File: src/ima_enc_pkg.sv
// shared types, constants and tables for the adpcm encoder
// no dependencies; imported by every module of the block
package ima_enc_pkg;

  localparam int SAMPLE_W    = 16;
  localparam int CODE_W      = 4;
  localparam int BYTE_W      = 8;
  localparam int IDX_W       = 7;
  localparam int STEP_W      = 15;
  localparam int QUEUE_DEPTH = 2;

  localparam logic [IDX_W-1:0] IDX_MAX = 7'd88;

  localparam logic signed [17:0] PRED_MIN = -18'sd32768;
  localparam logic signed [17:0] PRED_MAX = 18'sd32767;

  localparam logic [BYTE_W-1:0] HI_MASK = 8'hf0;
  localparam logic [BYTE_W-1:0] LO_MASK = 8'h0f;

  // one accepted input item
  typedef struct packed {
    logic signed [SAMPLE_W-1:0] sample;
    logic                       eob;
  } item_t;

  typedef logic [STEP_W-1:0] step_t;

  localparam step_t STEP_TABLE [0:88] = '{
    15'd7,     15'd8,     15'd9,     15'd10,    15'd11,    15'd12,    15'd13,
    15'd14,    15'd16,    15'd17,    15'd19,    15'd21,    15'd23,    15'd25,
    15'd28,    15'd31,    15'd34,    15'd37,    15'd41,    15'd45,    15'd50,
    15'd55,    15'd60,    15'd66,    15'd73,    15'd80,    15'd88,    15'd97,
    15'd107,   15'd118,   15'd130,   15'd143,   15'd157,   15'd173,   15'd190,
    15'd209,   15'd230,   15'd253,   15'd279,   15'd307,   15'd337,   15'd371,
    15'd408,   15'd449,   15'd494,   15'd544,   15'd598,   15'd658,   15'd724,
    15'd796,   15'd876,   15'd963,   15'd1060,  15'd1166,  15'd1282,  15'd1411,
    15'd1552,  15'd1707,  15'd1878,  15'd2066,  15'd2272,  15'd2499,  15'd2749,
    15'd3024,  15'd3327,  15'd3660,  15'd4026,  15'd4428,  15'd4871,  15'd5358,
    15'd5894,  15'd6484,  15'd7132,  15'd7845,  15'd8630,  15'd9493,  15'd10442,
    15'd11487, 15'd12635, 15'd13899, 15'd15289, 15'd16818, 15'd18500, 15'd20350,
    15'd22385, 15'd24623, 15'd27086, 15'd29794, 15'd32767
  };

  // step index adjustment by 3-bit magnitude
  function automatic logic signed [4:0] idx_adjust(input logic [2:0] mag);
    logic signed [4:0] adj;
    case (mag)
      3'd4:    adj = 5'sd2;
      3'd5:    adj = 5'sd4;
      3'd6:    adj = 5'sd6;
      3'd7:    adj = 5'sd8;
      default: adj = -5'sd1;
    endcase
    return adj;
  endfunction

endpackage

File: src/ima_enc_front.sv
// input side: accepts samples into a short queue ahead of the encoder core
// depends on ima_enc_pkg
module ima_enc_front
  import ima_enc_pkg::*;
#(
  parameter int DEPTH = QUEUE_DEPTH
) (
  input  logic                       clk,
  input  logic                       rst_n,
  input  logic                       in_tvalid,
  output logic                       in_tready,
  input  logic signed [SAMPLE_W-1:0] in_sample,
  input  logic                       in_eob,
  output logic                       q_valid,
  output item_t                      q_item,
  input  logic                       q_pop
);

  localparam int PTR_W = (DEPTH > 1) ? $clog2(DEPTH) : 1;
  localparam int CNT_W = $clog2(DEPTH + 1);

  item_t             slot_r [DEPTH];
  logic [PTR_W-1:0]  wr_ptr_r, wr_ptr_nxt;
  logic [PTR_W-1:0]  rd_ptr_r, rd_ptr_nxt;
  logic [CNT_W-1:0]  count_r, count_nxt;
  logic              push, pop;

  assign in_tready = (count_r != CNT_W'(DEPTH));
  assign push      = in_tvalid && in_tready;
  assign q_valid   = (count_r != '0);
  assign pop       = q_pop && q_valid;
  assign q_item    = slot_r[rd_ptr_r];

  always_comb begin
    wr_ptr_nxt = wr_ptr_r;
    rd_ptr_nxt = rd_ptr_r;
    count_nxt  = count_r;
    if (push) begin
      wr_ptr_nxt = (wr_ptr_r == PTR_W'(DEPTH - 1)) ? '0 : wr_ptr_r + 1'b1;
    end
    if (pop) begin
      rd_ptr_nxt = (rd_ptr_r == PTR_W'(DEPTH - 1)) ? '0 : rd_ptr_r + 1'b1;
    end
    if (push && !pop) begin
      count_nxt = count_r + 1'b1;
    end else if (pop && !push) begin
      count_nxt = count_r - 1'b1;
    end
  end

  always_ff @(posedge clk) begin
    if (!rst_n) begin
      wr_ptr_r <= '0;
      rd_ptr_r <= '0;
      count_r  <= '0;
    end else begin
      wr_ptr_r <= wr_ptr_nxt;
      rd_ptr_r <= rd_ptr_nxt;
      count_r  <= count_nxt;
    end
  end

  always_ff @(posedge clk) begin
    if (push) begin
      slot_r[wr_ptr_r] <= '{sample: in_sample, eob: in_eob};
    end
  end

endmodule

File: src/ima_enc_core.sv
// back side: quantizer, predictor/index update, nibble packing, output register
// depends on ima_enc_pkg
module ima_enc_core
  import ima_enc_pkg::*;
(
  input  logic              clk,
  input  logic              rst_n,
  input  logic              q_valid,
  input  item_t             q_item,
  output logic              q_pop,
  output logic              out_tvalid,
  input  logic              out_tready,
  output logic [BYTE_W-1:0] out_code_byte,
  output logic              out_block_done
);

  logic signed [SAMPLE_W-1:0] pred_r, pred_nxt;
  logic [IDX_W-1:0]           idx_r, idx_nxt;
  logic [CODE_W-1:0]          held_r, held_nxt;
  logic                       lnn_r, lnn_nxt;
  logic                       oval_r, oval_nxt;
  logic [BYTE_W-1:0]          obyte_r, obyte_nxt;
  logic                       olast_r, olast_nxt;

  logic [IDX_W-1:0]   idx_c;
  logic [STEP_W-1:0]  step0, step1, step2;
  logic signed [16:0] diff;
  logic [16:0]        mag0, mag1, mag2;
  logic [16:0]        change;
  logic [2:0]         mag;
  logic               sign;
  logic [CODE_W-1:0]  code;
  logic signed [7:0]  idx_sum;
  logic signed [17:0] pred_sum;
  logic               step_en;

  assign step_en = q_valid && (!oval_r || out_tready);
  assign q_pop   = step_en;

  // quantize one sample against the current step size
  always_comb begin
    idx_c  = (idx_r > IDX_MAX) ? IDX_MAX : idx_r;
    step0  = STEP_TABLE[idx_c];
    step1  = step0 >> 1;
    step2  = step0 >> 2;
    diff   = 17'(q_item.sample) - 17'(pred_r);
    sign   = diff[16];
    mag0   = sign ? 17'(-diff) : 17'(diff);
    change = 17'(step0 >> 3);
    mag    = '0;
    mag1   = mag0;
    if (mag0 >= 17'(step0)) begin
      mag[2] = 1'b1;
      mag1   = mag0 - 17'(step0);
      change = change + 17'(step0);
    end
    mag2 = mag1;
    if (mag1 >= 17'(step1)) begin
      mag[1] = 1'b1;
      mag2   = mag1 - 17'(step1);
      change = change + 17'(step1);
    end
    if (mag2 >= 17'(step2)) begin
      mag[0] = 1'b1;
      change = change + 17'(step2);
    end
    code     = {sign, mag};
    idx_sum  = $signed({1'b0, idx_c}) + 8'(idx_adjust(mag));
    pred_sum = sign ? (18'(pred_r) - $signed({1'b0, change}))
                    : (18'(pred_r) + $signed({1'b0, change}));
  end

  always_comb begin
    pred_nxt  = pred_r;
    idx_nxt   = idx_r;
    held_nxt  = held_r;
    lnn_nxt   = lnn_r;
    oval_nxt  = oval_r && !out_tready;
    obyte_nxt = obyte_r;
    olast_nxt = olast_r;
    if (step_en) begin
      if (idx_sum < 0) begin
        idx_nxt = '0;
      end else if (idx_sum > $signed({1'b0, IDX_MAX})) begin
        idx_nxt = IDX_MAX;
      end else begin
        idx_nxt = idx_sum[IDX_W-1:0];
      end
      if (pred_sum < PRED_MIN) begin
        pred_nxt = PRED_MIN[SAMPLE_W-1:0];
      end else if (pred_sum > PRED_MAX) begin
        pred_nxt = PRED_MAX[SAMPLE_W-1:0];
      end else begin
        pred_nxt = pred_sum[SAMPLE_W-1:0];
      end
      if (lnn_r) begin
        oval_nxt  = 1'b1;
        obyte_nxt = (({held_r, 4'b0000}) & HI_MASK) | ({4'b0000, code} & LO_MASK);
        olast_nxt = q_item.eob;
        lnn_nxt   = 1'b0;
      end else begin
        held_nxt = code;
        if (q_item.eob) begin
          oval_nxt  = 1'b1;
          obyte_nxt = {code, 4'b0000} & HI_MASK;
          olast_nxt = 1'b1;
        end else begin
          lnn_nxt = 1'b1;
        end
      end
    end
  end

  always_ff @(posedge clk) begin
    if (!rst_n) begin
      pred_r <= '0;
      idx_r  <= '0;
      lnn_r  <= 1'b0;
      oval_r <= 1'b0;
    end else begin
      pred_r <= pred_nxt;
      idx_r  <= idx_nxt;
      lnn_r  <= lnn_nxt;
      oval_r <= oval_nxt;
    end
  end

  always_ff @(posedge clk) begin
    held_r  <= held_nxt;
    obyte_r <= obyte_nxt;
    olast_r <= olast_nxt;
  end

  assign out_tvalid     = oval_r;
  assign out_code_byte  = obyte_r;
  assign out_block_done = olast_r;

endmodule

File: src/ima_adpcm_encoder_unit.sv
// top level of the 4-bit ima/dvi adpcm encoder with nibble packing
// depends on ima_enc_pkg, ima_enc_front, ima_enc_core
//
// takes one signed 16-bit pcm sample per transaction and returns packed
// 4-bit adpcm codes, two per byte with the first code in the high nibble.
// a sample with in_tlast set ends a block: a pending pair goes out whole,
// a lone code goes out with a zero low nibble, and out_tlast marks that
// byte. throughput is one sample per clock unless the output stalls;
// the rate is set by the predictor/step-index update in the core, which
// every sample passes through in turn. with an empty queue a sample goes
// through a queue slot, then the output register. the QUEUE_DEPTH_P-entry
// input queue keeps accepting samples while the output is stalled, until full.
module ima_adpcm_encoder_unit
  import ima_enc_pkg::*;
#(
  parameter int QUEUE_DEPTH_P = QUEUE_DEPTH
) (
  input  logic        clk,
  input  logic        rst_n,
  // sample input
  input  logic        in_tvalid,
  output logic        in_tready,
  input  logic [15:0] in_tdata,    // [15:0] sample_in (signed)
  input  logic        in_tlast,    // end_of_block
  // code output
  output logic        out_tvalid,
  input  logic        out_tready,
  output logic [7:0]  out_tdata,   // [7:0] code_byte
  output logic        out_tlast    // block_done
);

  logic  q_valid;
  logic  q_pop;
  item_t q_item;

  // front: accept and queue samples
  ima_enc_front #(
    .DEPTH (QUEUE_DEPTH_P)
  ) u_front (
    .clk       (clk),
    .rst_n     (rst_n),
    .in_tvalid (in_tvalid),
    .in_tready (in_tready),
    .in_sample ($signed(in_tdata)),
    .in_eob    (in_tlast),
    .q_valid   (q_valid),
    .q_item    (q_item),
    .q_pop     (q_pop)
  );

  // back: encode, pack, hold result until taken
  ima_enc_core u_core (
    .clk            (clk),
    .rst_n          (rst_n),
    .q_valid        (q_valid),
    .q_item         (q_item),
    .q_pop          (q_pop),
    .out_tvalid     (out_tvalid),
    .out_tready     (out_tready),
    .out_code_byte  (out_tdata),
    .out_block_done (out_tlast)
  );

endmodule
File: config.mk
export PLATFORM = sky130hd
export DESIGN_NAME = ima_adpcm_encoder_unit
export DESIGN_NICKNAME = d
export VERILOG_FILES = /design/src/ima_enc_pkg.sv /design/src/ima_enc_front.sv /design/src/ima_enc_core.sv /design/src/ima_adpcm_encoder_unit.sv
export SDC_FILE = /design/constraint.sdc
export NUM_CORES = 1
export LEC_CHECK = 0
export BUFFER_PORTS_ARGS = -buffer_cell sky130_fd_sc_hd__clkbuf_2
export CELL_PAD_IN_SITES_DETAIL_PLACEMENT = 0
export CELL_PAD_IN_SITES_GLOBAL_PLACEMENT = 1
export CORE_MARGIN = 5
export CORE_UTILIZATION = 40
export DETAILED_ROUTE_END_ITERATION = 8
export GPL_TIMING_DRIVEN = 0
export PLACE_DENSITY = 0.68
export SLEW_MARGIN = 25
export SYNTH_ARGS = -nofsm -noshare
export SYNTH_HDL_FRONTEND = slang
export SYNTH_SLANG_ARGS = --single-unit
File: constraint.sdc
create_clock -name clk -period 40.7 [get_ports clk]
set_input_delay 4.07 -clock clk [delete_from_list [all_inputs] [get_ports clk]]
set_output_delay 4.07 -clock clk [all_outputs]
set_load 0.03 [all_outputs]
==> metrics.md <==
| Metric | Value |
|---|---|
| Measured slew at the worst slew-check pin | 1.07 ns |
| Number of port buffers | 31 |
| Fin crit period | 22.85 ns |
| Initial antenna violation count | 0 |
| Clock root buffer | clkbuf_16 |
| Core Rows | 64 |
| Post-DP HPWL | 33.1 mm |
| Drt wl/cell | 19.9 um |
| Antenna Nets Post-Route | 0 |
| Vias per cell | 5.93 |
| Ys flop type | edfxtp_1 |
| CTS resizes | 0 |
| CTS buffer count | 9 |
| Reg clk slew, reported paths | 0.06 ns |
| Most area-consuming cells after synthesis | ha_1, edfxtp_1, a21oi_1 |
| Clk_skew | 0.0134 ns |
| Final Setup Violations | 0 |
| RSZ-0062 raised after global routing | false |
| Status | complete, but fails checks |
| Crit share post-route | 0.561 |
| Cell at the slowest stage of the critical path | a211oi_1 |
| Die area | 34200 um2 |
| CP Class | reg2reg |
| Most frequent cells after synthesis | nand2_1, a21oi_1, ha_1 |
| CTS Sinks | 77 |
| Routed vias | 12200 |
| Fin util | 0.435 |
| Placed insts | 2046 |
| Die X | 185 um |
| Slew HR | 0.285 |
| GRT overflow | 0 |
| Clock latency at the later pin of the worst-skew pair | 0.34 ns |
| Worst Setup End Kind | flip-flop |
| Area Overhead vs Synth | 8.22% |
| Mapped Nets | 1787 |
| Nets | 1831 |
| CP Launch Type | flip-flop |
| Die H | 185 um |
| Top-count cell post-synth | nand2_1 |
| GRT Total Usage | 0.239 |
| Cells after Synth | 1617 |
| Count of different cell masters after synthesis | 91 |
| CTS H-tree depth | 3 |
| Number of synthesis warnings | 0 |
| Gpl congestion | 0.968 |
| Number of global-route vias before repair | 11800 |
| Register area share after synthesis | 0.164 |
| Starting Density | 0.402 |
| FFs w/ async S/R, synth | 0 |
| First drt pass iteration count | 9 |
| Post-Syn Area | 12200 um2 |
| Synth area leader | ha_1 |
| Clock tree from TritonCTS | done |
| N_diodes | 0 |
| I/O pins | 32 |
| Syn Area/Cell | 7.57 um2 |
| Arr. time, crit path | 23.03 ns |
| CTS Buffer Depth | 2 |
| Fin cells | 2062 |
| Largest net degree at the start of global routing | 18 |
| Synth Register Bits | 77 |
| First-pass GRT wire length | 65.3 mm |
| Layout cells sized above 1 | 0.0810 |
| Hold Crit Class | reg2reg |
| Pins Over Slew Limit | 0 |
| Violated checks | design-rule violations |
| Critical Path Most Common Cell | clkbuf_1 |
| Remaining design rule violation count | 1 |
| Initial detailed-routing violation count | 938 |
| Number of synthesized flops with an enable pin | 47 |
| Post-synth top area share | 0.144 |
| DRT Wirelength | 41.0 mm |
| TNS Setup | 0 ns |
| F_max | 43.8 MHz |
| # Post-CTS Setup Buffers | 0 |
| CTS Hold Bufs | 0 |
| CP peak stage delay | 0.75 ns |
| # Max-Cap Violations | 0 |
| Core area | 30400 um2 |
| Crit path max fanout | 10 |
| WP data required | 40.88 ns |
| Hold_ws | 0.505 ns |
| Fin. Hold Viols | 0 |
per-stage QoR:
stage          instance area (um2)  setup WS, ns
2_1_floorplan                12200         24.21
5_1_grt                      13200         16.19
6_report                     13200         17.85
4_1_cts                      13200         17.91
3_3_place_gp                 12900         17.54
3_5_place_dp                 12900         17.98
layout make-up:
type	count	area, um2
fillers	3137	17200
multi-input cells	1362	9530
flip-flops and latches	77	2010
well taps	396	495
inverters	103	392
plain buffers	75	317
clock buffers	10	229
repair buffers	33	174
clock inverters	6	93.8
cell families (layout without fill, tap and decap cells):
| kind of cell | after synthesis | after routing | synth area share |
|---|---|---|---|
| and+or+nand+nor | 513 | 513 | 0.200 |
| AOI/OAI and AO/OA | 534 | 534 | 0.290 |
| xor gates and xnor gates | 110 | 110 | 0.0794 |
| muxes | 56 | 56 | 0.0509 |
| adders and majority gates | 149 | 149 | 0.157 |
| buffers and inverters | 178 | 227 | 0.0579 |
| DFF | 77 | 77 | 0.164 |
sequential cells by signal, indices dropped and copies added (netlist names), named ones only:
register               cells
u_core.idx_r               7
u_front.slot_r            34
u_core.held_r              4
u_core.lnn_r               1
u_core.out_block_done      1
u_core.pred_r             16
u_front.count_r            2
u_core.out_code_byte       8
u_front.rd_ptr_r           1
u_core.out_tvalid          1
u_front.wr_ptr_r           1
critical path: cells and delay by family, from the launching register on:
kind	cells	cell delay, ns
AO/OA/AOI/OAI	35	8.52
buffers and inverters	19	6.86
AND/OR/NAND/NOR	16	3.61
adder cells (fa/ha/maj)	6	1.88
flip-flops	1	0.31
XOR/XNOR	2	0.35
multiplexers	3	1.11
worst paths after layout:
path	from	end	slack, ns	cells past startpoint
worst min register to register	u_front.count_r[1]$_SDFFE_PN0P_	u_front.count_r[1]$_SDFFE_PN0P_	0.51	2
worst max register to register	flip-flop	u_core.pred_r[0]$_SDFFE_PN0P_	17.85	81
worst max-delay path	flip-flop	u_core.pred_r[0]$_SDFFE_PN0P_	17.85	81
worst min-delay path	u_front.count_r[1]$_SDFFE_PN0P_	u_front.count_r[1]$_SDFFE_PN0P_	0.51	2
layer usage:
layer,global-route usage,part of all wire
met5,0,0
met2,0.398,0.46
met4,0.0760,0.032
met3,0.0285,0.055
met1,0.323,0.46
placed cells by master (no fill, tap or decap), drive strengths merged, types with 21 or more instances in the layout:
master	Yosys	final
o21a	23	23
clkbuf	57	98
o21ai	132	132
a21o	26	26
mux2	34	34
mux2i	22	22
edfxtp	47	47
a211oi	30	30
xor2	46	46
nand2b	21	21
ha	141	141
nand3	37	37
a21oi	144	144
nor3	41	41
xnor2	64	64
dfxtp	30	30
nor2	139	139
nand2	159	159
inv	101	103
Power is left out: the tool's default activity adds up to more than one toggle a clock period on the data nets, which glitch-free logic cannot reach.
